`config.mk`:
```
export PLATFORM = sky130hd
export DESIGN_NAME = sensor_record_stream_decoder_flat
export DESIGN_NICKNAME = d
export VERILOG_FILES = /design/src/rtl/srsd_pkg.sv /design/src/rtl/srsd_if.sv /design/src/rtl/srsd_parse.sv /design/src/rtl/srsd_outq.sv /design/src/rtl/sensor_record_stream_decoder.sv /design/src/flat_wrapper.sv
export SDC_FILE = /design/constraint.sdc
export NUM_CORES = 1
export LEC_CHECK = 0
export ABC_AREA = 1
export BUFFER_PORTS_ARGS = -buffer_cell sky130_fd_sc_hd__buf_2
export CORE_MARGIN = 10
export CORE_UTILIZATION = 50
export DETAILED_ROUTE_END_ITERATION = 6
export PLACE_DENSITY_LB_ADDON = 0.15
export SLEW_MARGIN = 30
export SYNTH_ARGS = -nofsm -noshare
export SYNTH_HDL_FRONTEND = slang
export SYNTH_SLANG_ARGS = --single-unit
```
`constraint.sdc`:
```
create_clock -name i_clk -period 4.9 [get_ports i_clk]
set_clock_uncertainty 0.15 [all_clocks]
set_input_delay 1.225 -clock i_clk [delete_from_list [all_inputs] [get_ports i_clk]]
set_output_delay 1.225 -clock i_clk [all_outputs]
set_load 0.1 [all_outputs]
```
`src/rtl/srsd_pkg.sv`:
```
// Package with types, codes and the record type table of the sensor record stream decoder.
package srsd_pkg;

    localparam int BYTE_W  = 8;
    localparam int VALUE_W = 24;
    localparam int KIND_W  = 3;
    localparam int STAT_W  = 2;
    localparam int LEFT_W  = 4;

    // Output queue depth; an accepted byte can push up to two results.
    localparam int OUTQ_DEPTH = 4;
    localparam int OUTQ_PUSH  = 2;
    localparam int OUTQ_PTR_W = $clog2(OUTQ_DEPTH);
    localparam int OUTQ_CNT_W = $clog2(OUTQ_DEPTH + 1);

    // Result status codes.
    localparam logic [STAT_W-1:0] ST_RECORD    = 2'd0;
    localparam logic [STAT_W-1:0] ST_END_CLEAN = 2'd1;
    localparam logic [STAT_W-1:0] ST_END_TRUNC = 2'd2;
    localparam logic [STAT_W-1:0] ST_END_STOP  = 2'd3;

    // Record kind codes.
    localparam logic [KIND_W-1:0] KIND_BATTERY  = 3'd0;
    localparam logic [KIND_W-1:0] KIND_TEMP     = 3'd1;
    localparam logic [KIND_W-1:0] KIND_HUMIDITY = 3'd2;
    localparam logic [KIND_W-1:0] KIND_PRESSURE = 3'd3;
    localparam logic [KIND_W-1:0] KIND_CURRENT  = 3'd4;
    localparam logic [KIND_W-1:0] KIND_POWER    = 3'd5;
    localparam logic [KIND_W-1:0] KIND_ANALOG   = 3'd6;
    localparam logic [KIND_W-1:0] KIND_GPS      = 3'd7;

    // Type bytes as they appear in the payload.
    localparam logic [BYTE_W-1:0] TYPE_BATTERY  = 8'd116;
    localparam logic [BYTE_W-1:0] TYPE_TEMP     = 8'd103;
    localparam logic [BYTE_W-1:0] TYPE_HUMIDITY = 8'd104;
    localparam logic [BYTE_W-1:0] TYPE_PRESSURE = 8'd115;
    localparam logic [BYTE_W-1:0] TYPE_CURRENT  = 8'd117;
    localparam logic [BYTE_W-1:0] TYPE_POWER    = 8'd128;
    localparam logic [BYTE_W-1:0] TYPE_ANALOG   = 8'd2;
    localparam logic [BYTE_W-1:0] TYPE_GPS      = 8'd136;

    // Data lengths in bytes.
    localparam logic [LEFT_W-1:0] LEN_WORD = 4'd2;
    localparam logic [LEFT_W-1:0] LEN_BYTE = 4'd1;
    localparam logic [LEFT_W-1:0] LEN_GPS  = 4'd9;
    // GPS byte positions by bytes still due: latitude above 6, longitude above 3.
    localparam logic [LEFT_W-1:0] GPS_LAT_ABOVE = 4'd6;
    localparam logic [LEFT_W-1:0] GPS_LON_ABOVE = 4'd3;

    typedef enum logic [3:0] {
        PH_CHANNEL = 4'b0001,
        PH_TYPE    = 4'b0010,
        PH_DATA    = 4'b0100,
        PH_STOPPED = 4'b1000
    } t_phase;

    typedef struct packed {
        logic [STAT_W-1:0]         status;
        logic [KIND_W-1:0]         kind;
        logic [BYTE_W-1:0]         channel;
        logic signed [VALUE_W-1:0] value_a;
        logic signed [VALUE_W-1:0] value_b;
        logic                      last;
    } t_result;

    // Results produced by one accepted byte: a record, an end marker, or both.
    typedef struct packed {
        logic    rec_v;
        logic    fin_v;
        t_result rec;
        t_result fin;
    } t_push;

    typedef struct packed {
        logic              known;
        logic [KIND_W-1:0] kind;
        logic [LEFT_W-1:0] len;
    } t_class;

    function automatic t_class classify(input logic [BYTE_W-1:0] type_byte);
        t_class c;
        c.known = 1'b1;
        c.kind  = KIND_BATTERY;
        c.len   = LEN_WORD;
        unique case (type_byte)
            TYPE_BATTERY:  c.kind = KIND_BATTERY;
            TYPE_TEMP:     c.kind = KIND_TEMP;
            TYPE_HUMIDITY: begin
                c.kind = KIND_HUMIDITY;
                c.len  = LEN_BYTE;
            end
            TYPE_PRESSURE: c.kind = KIND_PRESSURE;
            TYPE_CURRENT:  c.kind = KIND_CURRENT;
            TYPE_POWER:    c.kind = KIND_POWER;
            TYPE_ANALOG:   c.kind = KIND_ANALOG;
            TYPE_GPS: begin
                c.kind = KIND_GPS;
                c.len  = LEN_GPS;
            end
            default:       c.known = 1'b0;
        endcase
        return c;
    endfunction

endpackage

```
`src/rtl/srsd_if.sv`:
```
// Handshake interfaces for the payload byte channel and the result channel.
interface srsd_in_if;
    logic       valid;
    logic       ready;
    logic [7:0] data_byte;
    logic       last_byte;

    modport source (output valid, output data_byte, output last_byte, input ready);
    modport sink   (input valid, input data_byte, input last_byte, output ready);
endinterface

interface srsd_out_if;
    logic               valid;
    logic               ready;
    logic [1:0]         status;
    logic [2:0]         kind;
    logic [7:0]         channel;
    logic signed [23:0] value_a;
    logic signed [23:0] value_b;
    logic               last;

    modport source (output valid, output status, output kind, output channel,
                    output value_a, output value_b, output last, input ready);
    modport sink   (input valid, input status, input kind, input channel,
                    input value_a, input value_b, input last, output ready);
endinterface

```
`src/rtl/srsd_parse.sv`:
```
// Record parser: holds the decoding state and forms the results of each accepted byte.
module srsd_parse
    import srsd_pkg::*;
(
    input  logic              i_clk,
    input  logic              i_rst_n,
    input  logic              i_accept,
    input  logic [BYTE_W-1:0] i_data_byte,
    input  logic              i_last_byte,
    output t_push             o_push
);

    t_phase              r_phase,   n_phase;
    logic [LEFT_W-1:0]   r_left,    n_left;
    logic [KIND_W-1:0]   r_kind,    n_kind;
    logic [BYTE_W-1:0]   r_chan,    n_chan;
    logic [VALUE_W-1:0]  r_first,   n_first;
    logic [VALUE_W-1:0]  r_second,  n_second;

    t_class              cls;
    logic [LEFT_W-1:0]   left_dec;
    logic [VALUE_W-1:0]  rec_a;
    logic [VALUE_W-1:0]  rec_b;
    t_push               push;

    assign cls      = classify(i_data_byte);
    assign left_dec = r_left - LEN_BYTE;

    always_comb begin
        n_phase  = r_phase;
        n_left   = r_left;
        n_kind   = r_kind;
        n_chan   = r_chan;
        n_first  = r_first;
        n_second = r_second;
        rec_a    = '0;
        rec_b    = '0;
        push     = '0;

        unique case (r_phase)
            PH_CHANNEL: begin
                n_chan  = i_data_byte;
                n_phase = PH_TYPE;
            end
            PH_TYPE: begin
                if (cls.known) begin
                    n_kind   = cls.kind;
                    n_left   = cls.len;
                    n_first  = '0;
                    n_second = '0;
                    n_phase  = PH_DATA;
                end else begin
                    n_phase  = PH_STOPPED;
                end
            end
            PH_DATA: begin
                // GPS altitude bytes fall through both branches and are dropped.
                if (r_kind == KIND_GPS) begin
                    if (r_left > GPS_LAT_ABOVE) begin
                        n_first = {r_first[VALUE_W-BYTE_W-1:0], i_data_byte};
                    end else if (r_left > GPS_LON_ABOVE) begin
                        n_second = {r_second[VALUE_W-BYTE_W-1:0], i_data_byte};
                    end
                end else begin
                    n_first = {r_first[VALUE_W-BYTE_W-1:0], i_data_byte};
                end
                n_left = left_dec;
                if (left_dec == '0) begin
                    rec_a = n_first;
                    if (r_kind == KIND_TEMP || r_kind == KIND_ANALOG) begin
                        rec_a = {{(VALUE_W-16){n_first[15]}}, n_first[15:0]};
                    end else if (r_kind == KIND_GPS) begin
                        rec_b = n_second;
                    end
                    push.rec_v         = 1'b1;
                    push.rec.status    = ST_RECORD;
                    push.rec.kind      = r_kind;
                    push.rec.channel   = r_chan;
                    push.rec.value_a   = rec_a;
                    push.rec.value_b   = rec_b;
                    push.rec.last      = 1'b0;
                    n_phase            = PH_CHANNEL;
                end
            end
            PH_STOPPED: begin
            end
            default: begin
            end
        endcase

        if (i_last_byte) begin
            push.fin_v = 1'b1;
            priority if (n_phase == PH_STOPPED) begin
                push.fin.status = ST_END_STOP;
            end else if (n_phase == PH_CHANNEL) begin
                push.fin.status = ST_END_CLEAN;
            end else begin
                push.fin.status = ST_END_TRUNC;
            end
            push.fin.last = 1'b1;
            n_phase  = PH_CHANNEL;
            n_left   = '0;
            n_kind   = '0;
            n_chan   = '0;
            n_first  = '0;
            n_second = '0;
        end

        if (!i_accept) begin
            push.rec_v = 1'b0;
            push.fin_v = 1'b0;
        end
    end

    assign o_push = push;

    always_ff @(posedge i_clk) begin
        if (!i_rst_n) begin
            r_phase  <= PH_CHANNEL;
            r_left   <= '0;
            r_kind   <= '0;
            r_chan   <= '0;
            r_first  <= '0;
            r_second <= '0;
        end else if (i_accept) begin
            r_phase  <= n_phase;
            r_left   <= n_left;
            r_kind   <= n_kind;
            r_chan   <= n_chan;
            r_first  <= n_first;
            r_second <= n_second;
        end
    end

endmodule

```
`src/rtl/srsd_outq.sv`:
```
// Result queue: takes up to two results per cycle and hands out one per cycle while i_pop is high.
module srsd_outq
    import srsd_pkg::*;
(
    input  logic    i_clk,
    input  logic    i_rst_n,
    input  t_push   i_push,
    input  logic    i_pop,
    output logic    o_room,
    output logic    o_valid,
    output t_result o_head
);

    t_result                r_mem [OUTQ_DEPTH];
    logic [OUTQ_PTR_W-1:0]  r_wr, n_wr;
    logic [OUTQ_PTR_W-1:0]  r_rd, n_rd;
    logic [OUTQ_CNT_W-1:0]  r_count, n_count;

    logic                   pop;
    logic                   wr0_v;
    logic                   wr1_v;
    t_result                wr0_d;
    logic [OUTQ_CNT_W-1:0]  push_n;

    assign o_valid = (r_count != '0);
    assign o_head  = r_mem[r_rd];
    assign pop     = i_pop && o_valid;
    // Room for a record plus an end marker, regardless of this cycle's pop.
    assign o_room  = (r_count <= OUTQ_CNT_W'(OUTQ_DEPTH - OUTQ_PUSH));

    // A lone end marker goes into the first free slot.
    assign wr0_v  = i_push.rec_v || i_push.fin_v;
    assign wr0_d  = i_push.rec_v ? i_push.rec : i_push.fin;
    assign wr1_v  = i_push.rec_v && i_push.fin_v;
    assign push_n = OUTQ_CNT_W'(wr0_v) + OUTQ_CNT_W'(wr1_v);

    always_comb begin
        n_wr    = r_wr + OUTQ_PTR_W'(push_n);
        n_rd    = r_rd + OUTQ_PTR_W'(pop);
        n_count = r_count + push_n - OUTQ_CNT_W'(pop);
    end

    always_ff @(posedge i_clk) begin
        if (wr0_v) begin
            r_mem[r_wr] <= wr0_d;
        end
        if (wr1_v) begin
            r_mem[r_wr + OUTQ_PTR_W'(1)] <= i_push.fin;
        end
    end

    always_ff @(posedge i_clk) begin
        if (!i_rst_n) begin
            r_wr    <= '0;
            r_rd    <= '0;
            r_count <= '0;
        end else begin
            r_wr    <= n_wr;
            r_rd    <= n_rd;
            r_count <= n_count;
        end
    end

endmodule

```
`src/rtl/sensor_record_stream_decoder.sv`:
```
// Top level of the sensor record stream decoder: byte channel in, result channel out.
//
// Usage: payload bytes enter on i_in, one per transfer, with last_byte set on the
// final byte of each payload. Each byte is parsed into channel, type and data
// bytes; every finished record leaves on o_out as one transfer with status
// "record", its kind, channel and raw big-endian value (sign-extended for
// temperature and analog, latitude and longitude for GPS).
// The final byte of a payload also produces an end transfer (last set) that
// reports a clean end, a truncated record, or a stop after an unknown type.
// With the result queue empty, a result is offered on o_out in the cycle after
// the byte that completes it is transferred in.
// Throughput: one byte per cycle while the queue has room. A final byte that also
// completes a record yields two results, and the single-result-per-cycle output then sets the pace.
// A four-entry result queue sits between the parser and o_out; i_in.ready is
// held low when fewer than two slots are free, so a stalled receiver backs
// up into the byte channel without losing or repeating results.
// Reset (synchronous, active low) returns the parser to "expecting channel
// byte" and empties the result queue.
module sensor_record_stream_decoder
    import srsd_pkg::*;
(
    input  logic        i_clk,
    input  logic        i_rst_n,
    srsd_in_if.sink     i_in,
    srsd_out_if.source  o_out
);

    logic    accept;
    logic    room;
    t_push   push;
    t_result head;
    logic    head_v;

    assign i_in.ready = room;
    assign accept     = i_in.valid && room;

    // Parser: state update and result forming for each accepted byte.
    srsd_parse u_parse (
        .i_clk       (i_clk),
        .i_rst_n     (i_rst_n),
        .i_accept    (accept),
        .i_data_byte (i_in.data_byte),
        .i_last_byte (i_in.last_byte),
        .o_push      (push)
    );

    // Result queue decouples the parser from receiver stalls.
    srsd_outq u_outq (
        .i_clk   (i_clk),
        .i_rst_n (i_rst_n),
        .i_push  (push),
        .i_pop   (o_out.ready),
        .o_room  (room),
        .o_valid (head_v),
        .o_head  (head)
    );

    assign o_out.valid   = head_v;
    assign o_out.status  = head.status;
    assign o_out.kind    = head.kind;
    assign o_out.channel = head.channel;
    assign o_out.value_a = head.value_a;
    assign o_out.value_b = head.value_b;
    assign o_out.last    = head.last;

endmodule
```
`src/flat_wrapper.sv`:
```
// flat-port wrapper written by rule: the top's interface ports become plain ports
module sensor_record_stream_decoder_flat import srsd_pkg::*;
  (i_clk, i_rst_n, i_in_valid, i_in_data_byte, i_in_last_byte, i_in_ready, o_out_valid, o_out_status, o_out_kind, o_out_channel, o_out_value_a, o_out_value_b, o_out_last, o_out_ready);
  srsd_in_if i_in_i ();
  srsd_out_if o_out_i ();
  input  logic i_clk;
  input  logic i_rst_n;
  input wire logic [$bits(i_in_i.valid)-1:0] i_in_valid;
  input wire logic [$bits(i_in_i.data_byte)-1:0] i_in_data_byte;
  input wire logic [$bits(i_in_i.last_byte)-1:0] i_in_last_byte;
  output wire logic [$bits(i_in_i.ready)-1:0] i_in_ready;
  output wire logic [$bits(o_out_i.valid)-1:0] o_out_valid;
  output wire logic [$bits(o_out_i.status)-1:0] o_out_status;
  output wire logic [$bits(o_out_i.kind)-1:0] o_out_kind;
  output wire logic [$bits(o_out_i.channel)-1:0] o_out_channel;
  output wire logic [$bits(o_out_i.value_a)-1:0] o_out_value_a;
  output wire logic [$bits(o_out_i.value_b)-1:0] o_out_value_b;
  output wire logic [$bits(o_out_i.last)-1:0] o_out_last;
  input wire logic [$bits(o_out_i.ready)-1:0] o_out_ready;
  assign i_in_i.valid = i_in_valid;
  assign i_in_i.data_byte = i_in_data_byte;
  assign i_in_i.last_byte = i_in_last_byte;
  assign i_in_ready = i_in_i.ready;
  assign o_out_valid = o_out_i.valid;
  assign o_out_status = o_out_i.status;
  assign o_out_kind = o_out_i.kind;
  assign o_out_channel = o_out_i.channel;
  assign o_out_value_a = o_out_i.value_a;
  assign o_out_value_b = o_out_i.value_b;
  assign o_out_last = o_out_i.last;
  assign o_out_i.ready = o_out_ready;
  sensor_record_stream_decoder u_core (.i_clk(i_clk), .i_rst_n(i_rst_n), .i_in(i_in_i), .o_out(o_out_i));
endmodule
```
==> impl_results.html <==
<table>
<tr><th>Metric</th><th>Value</th></tr>
<tr><th colspan="2">Clocking</th></tr>
<tr><td>Number of sinks handled by clock tree synthesis</td><td>322</td></tr>
<tr><td>CTS clock-pin slew for the worst setup and hold paths</td><td>0.06 ns</td></tr>
<tr><td>Number of buffers inserted during clock tree synthesis</td><td>36</td></tr>
<tr><td>TritonCTS clock tree</td><td>yes</td></tr>
<tr><td>Clock buffer depth</td><td>3</td></tr>
<tr><td>CTS H-Tree Depth</td><td>2</td></tr>
<tr><td>Number of resized instances in the post-cts repair step</td><td>0</td></tr>
<tr><td>Library cell used as clock root buffer</td><td>clkbuf_16</td></tr>
<tr><td>Clock network latency to the later pin of the worst-skew pair</td><td>0.52 ns</td></tr>
<tr><td>Buffers inserted by post-CTS timing repair</td><td>0</td></tr>
<tr><td>Hold buffers post-CTS</td><td>0</td></tr>
<tr><th colspan="2">Floorplan</th></tr>
<tr><td>Number of standard-cell rows in the floorplan</td><td>61</td></tr>
<tr><td>Die Footprint</td><td>35200 µm²</td></tr>
<tr><td>Area of the placeable core</td><td>27800 µm²</td></tr>
<tr><td>Initial Util</td><td>0.506</td></tr>
<tr><td>Width of the die</td><td>188 µm</td></tr>
<tr><td>Floorplan die height</td><td>188 µm</td></tr>
<tr><td>Top Ports</td><td>77</td></tr>
<tr><th colspan="2">Pwr</th></tr>
<tr><td>Worst voltage drop across the vdd grid</td><td>0.000413 V</td></tr>
<tr><td>Pleak</td><td>0.00627 µW</td></tr>
<tr><td>Power density over the cells</td><td>586 nW/µm²</td></tr>
<tr><th colspan="2">GRT</th></tr>
<tr><td>Antenna violations before repair</td><td>5</td></tr>
<tr><td>Overall routing resource usage</td><td>0.226</td></tr>
<tr><td>Overflow left after global routing</td><td>0</td></tr>
<tr><td>Wire length of the first global-routing pass</td><td>66400 µm</td></tr>
<tr><td>Via count of the first global-routing pass</td><td>12100</td></tr>
<tr><td>Pin count of the biggest net entering global routing</td><td>126</td></tr>
<tr><th colspan="2">Logic synthesis</th></tr>
<tr><td>Area contributors post-synth</td><td>dfxtp_1 (44%), nand2_1 (13%), o21ai_0 (7.6%)</td></tr>
<tr><td>Count of yosys warnings during synthesis</td><td>0</td></tr>
<tr><td>Count of flip-flops with a built-in enable after synthesis</td><td>12</td></tr>
<tr><td>Share of synthesized flip-flops with an asynchronous set or reset</td><td>0</td></tr>
<tr><td>Average cell area after synthesis</td><td>7.21 µm²</td></tr>
<tr><td>Cell Area, Synth</td><td>14100 µm²</td></tr>
<tr><td>Count of state elements after synthesis</td><td>322</td></tr>
<tr><td>Most used flip-flop cell after synthesis</td><td>dfxtp_1</td></tr>
<tr><td>Top cell type by total area after synthesis</td><td>dfxtp_1</td></tr>
<tr><td>Syn nets</td><td>1975</td></tr>
<tr><td>Cells after Synth</td><td>1951</td></tr>
<tr><td>Most frequent cell after synthesis</td><td>nand2_1</td></tr>
<tr><td>Most numerous cell types in the synthesized netlist</td><td>nand2_1 (470), dfxtp_1 (310), nor2_1 (275), o21ai_0 (215), o21ai_1 (158)</td></tr>
<tr><td>Number of distinct library cell variants in the gate-level netlist after synthesis</td><td>38</td></tr>
<tr><td>Synth top area share</td><td>0.441</td></tr>
<tr><td>Seq/Total Area, Yosys</td><td>0.467</td></tr>
<tr><th colspan="2">Worst setup path</th></tr>
<tr><td>Worst setup slack for register-to-register paths</td><td>1.09 ns</td></tr>
<tr><td>Critical path required time</td><td>3.52 ns</td></tr>
<tr><td>Critical Path Sink Type</td><td>primary output</td></tr>
<tr><td>Crit Path Class</td><td>flop to primary output</td></tr>
<tr><td>R2R Path End</td><td>u_core.u_outq.r_mem[3][36]$_SDFFE_PP0P_</td></tr>
<tr><td>Reg2Reg Depth</td><td>15</td></tr>
<tr><td>Critical path data arrival time</td><td>2.60 ns</td></tr>
<tr><td>Reg2reg start</td><td>u_core.u_parse.r_left[0]$_SDFFE_PN0P_</td></tr>
<tr><td>Type of element launching the critical path</td><td>flop</td></tr>
<tr><td>Maximum net fanout on the critical path</td><td>40</td></tr>
<tr><th colspan="2">Routing</th></tr>
<tr><td>Post-detailed-route wirelength per cell</td><td>17.6 µm</td></tr>
<tr><td>Drc violations</td><td>0</td></tr>
<tr><td>1st-pass router iterations</td><td>5</td></tr>
<tr><td>Wire length reported by the detailed router</td><td>41600 µm</td></tr>
<tr><td>Starting DRC count in detailed routing</td><td>1283</td></tr>
<tr><td>Remaining antenna violation count after routing</td><td>0</td></tr>
<tr><td>Via total after detailed routing</td><td>13300</td></tr>
<tr><td>Via density per instance</td><td>5.65</td></tr>
<tr><th colspan="2">Min path</th></tr>
<tr><td>Worst Hold Path Cells</td><td>2</td></tr>
<tr><td>WHS Endpoint</td><td>u_core.u_outq.r_mem[1][45]$_SDFFE_PP0P_</td></tr>
<tr><td>Class of the tightest hold or removal check</td><td>flop to flop</td></tr>
<tr><td>Min-delay src</td><td>u_core.u_outq.r_mem[1][45]$_SDFFE_PP0P_</td></tr>
<tr><th colspan="2">Layout</th></tr>
<tr><td>Share of final-layout standard cells stronger than drive strength 1</td><td>0.108</td></tr>
<tr><td>Final-stage net count</td><td>1975</td></tr>
<tr><td>Area growth from synthesis to final layout</td><td>13.1%</td></tr>
<tr><td>Final non-filler cell total</td><td>2362</td></tr>
<tr><td>Core occupancy in the finished layout</td><td>0.573</td></tr>
<tr><th colspan="2">Timing</th></tr>
<tr><td>Final hold vios</td><td>0</td></tr>
<tr><td>RSZ-0062 raised after global routing</td><td>false</td></tr>
<tr><td>Time the final worst path needs with I/O delays and setup</td><td>3.97 ns</td></tr>
<tr><td>Highest clock rate</td><td>252 MHz</td></tr>
<tr><td>Actual slew at the worst max-slew pin</td><td>0.908 ns</td></tr>
<tr><td>Max transition margin</td><td>0.391</td></tr>
<tr><td>Sum of negative setup slack</td><td>0 ns</td></tr>
<tr><td>Final setup violating endpoints</td><td>0</td></tr>
<tr><td>Number of pins exceeding their max-slew limit in the final report</td><td>0</td></tr>
<tr><td>Tcrit/Tclk final</td><td>0.810</td></tr>
<tr><th colspan="2">Placed design</th></tr>
<tr><td>DP Cell Count</td><td>2290</td></tr>
<tr><td>Half-perimeter wire length of the detailed placement result</td><td>24500 µm</td></tr>
<tr><td>Weighted congestion reported at the end of routability-driven placement</td><td>0.898</td></tr>
<tr><td>Total of buffers placed on input and output ports</td><td>76</td></tr>
<tr><th colspan="2">Run status</th></tr>
<tr><td>Status</td><td>finished clean</td></tr>
<tr><th colspan="2">Job</th></tr>
<tr><td>Max-capacitance violation count</td><td>0</td></tr>
</table>
per-layer routing:
| layer | wire length, µm | up-vias | track usage |
|---|---|---|---|
| met5 | 21 | - | 0 |
| met2 | 18700 | 452 | 0.353 |
| met1 | 19200 | 6338 | 0.313 |
| met4 | 553 | 4 | 0.0548 |
| li1 | - | 6503 | - |
| met3 | 3140 | 51 | 0.0477 |
registers in the layout, summed over array words and instances (netlist names):
signal,flops
u_core.u_parse.r_first,24
u_core.u_parse.r_left,4
u_core.u_outq.r_count,3
u_core.u_parse.r_second,24
u_core.u_parse.r_kind,3
u_core.u_outq.r_wr,2
u_core.u_parse.r_chan,8
u_core.u_parse.r_phase,4
u_core.u_outq.r_mem,248
u_core.u_outq.r_rd,2
area by class of cell:
cell class,count,area [µm²]
antenna,5,12.5
multi-input combinational,1403,6650
timing repair buffer,101,634
inverter,87,332
clock buffer,50,1040
tap,378,473
sequential,322,6570
fill,2708,11900
clock inverter,16,195
worst max path at each step:
stage | start | endpoint | slack [ns] | cells past startpoint
6_report | u_core.u_outq.r_rd[1]$_SDFF_PN0_ | o_out_value_b[11] | 0.93 | 5
5_1_grt | i_in_last_byte | u_core.u_outq.r_mem[3][29]$_SDFFE_PP0P_ | 0.65 | 12
4_1_cts | u_core.u_outq.r_rd[1]$_SDFF_PN0_ | o_out_value_b[11] | 0.88 | 5
3_5_place_dp | i_in_last_byte | u_core.u_outq.r_mem[3][36]$_SDFFE_PP0P_ | 0.82 | 12
3_3_place_gp | i_in_valid | u_core.u_outq.r_mem[2][20]$_SDFFE_PP0P_ | 0.94 | 12
2_1_floorplan | u_core.u_outq.r_rd[0]$_SDFF_PN0_ | o_out_channel[0] | 0.88 | 6
cells by family after synthesis:
| family | Yosys count | synth area share |
|---|---|---|
| simple gates | 853 | 0.251 |
| flops | 322 | 0.467 |
| buf+inv | 226 | 0.0630 |
| fa+ha+maj | 11 | 0.0103 |
| xor+xnor | 4 | 0.00249 |
| compound gates | 535 | 0.207 |
through the flow:
| step | total power, µW | setup WS [ns] | hold WS [ns] | instance area (µm²) |
|---|---|---|---|---|
| 6_report | 9320 | 0.930 | 0.301 | 15900 |
| 4_1_cts | 9350 | 0.881 | 0.303 | 15900 |
| 3_3_place_gp | 6550 | 0.942 | 0.283 | 14700 |
| 3_5_place_dp | 6560 | 0.821 | 0.290 | 14700 |
| 5_1_grt | 9690 | 0.648 | 0.315 | 15900 |
| 2_1_floorplan | 5840 | 0.876 | 0.273 | 14100 |
power breakdown:
| part | internal, µW | switching [µW] |
|---|---|---|
| combinational | 644 | 3090 |
| sequential | 2720 | 66.2 |
| clock | 1710 | 1100 |
worst max-delay path, stage by stage, from the launching register on:
cell      delay (ns)
dfxtp_2         0.33
clkinv_1        0.69
buf_12          0.48
o21ai_0         0.11
o22ai_1         0.13
buf_2           0.31
placed cells by master (no fill, tap or decap), drive strengths merged:
cell and n:
o21a 24, fa 1, o211ai 26, nand4 55, dfxtp 310, nor2 278, buf 101, edfxtp 12
clkbuf 50, diode 5, nand2 481, clkinv 13, nand3 27, nor3 3, o22ai 62, or2 8
a21oi 45, bufinv 4, inv 85, o21ai 375, xnor2 2, nand3b 1, ha 10, xor2 2
a211oi 1, a21boi 1, o2111ai 1, clkinvlp 1
No activity file was read; power rests on OpenSTA's default activity.
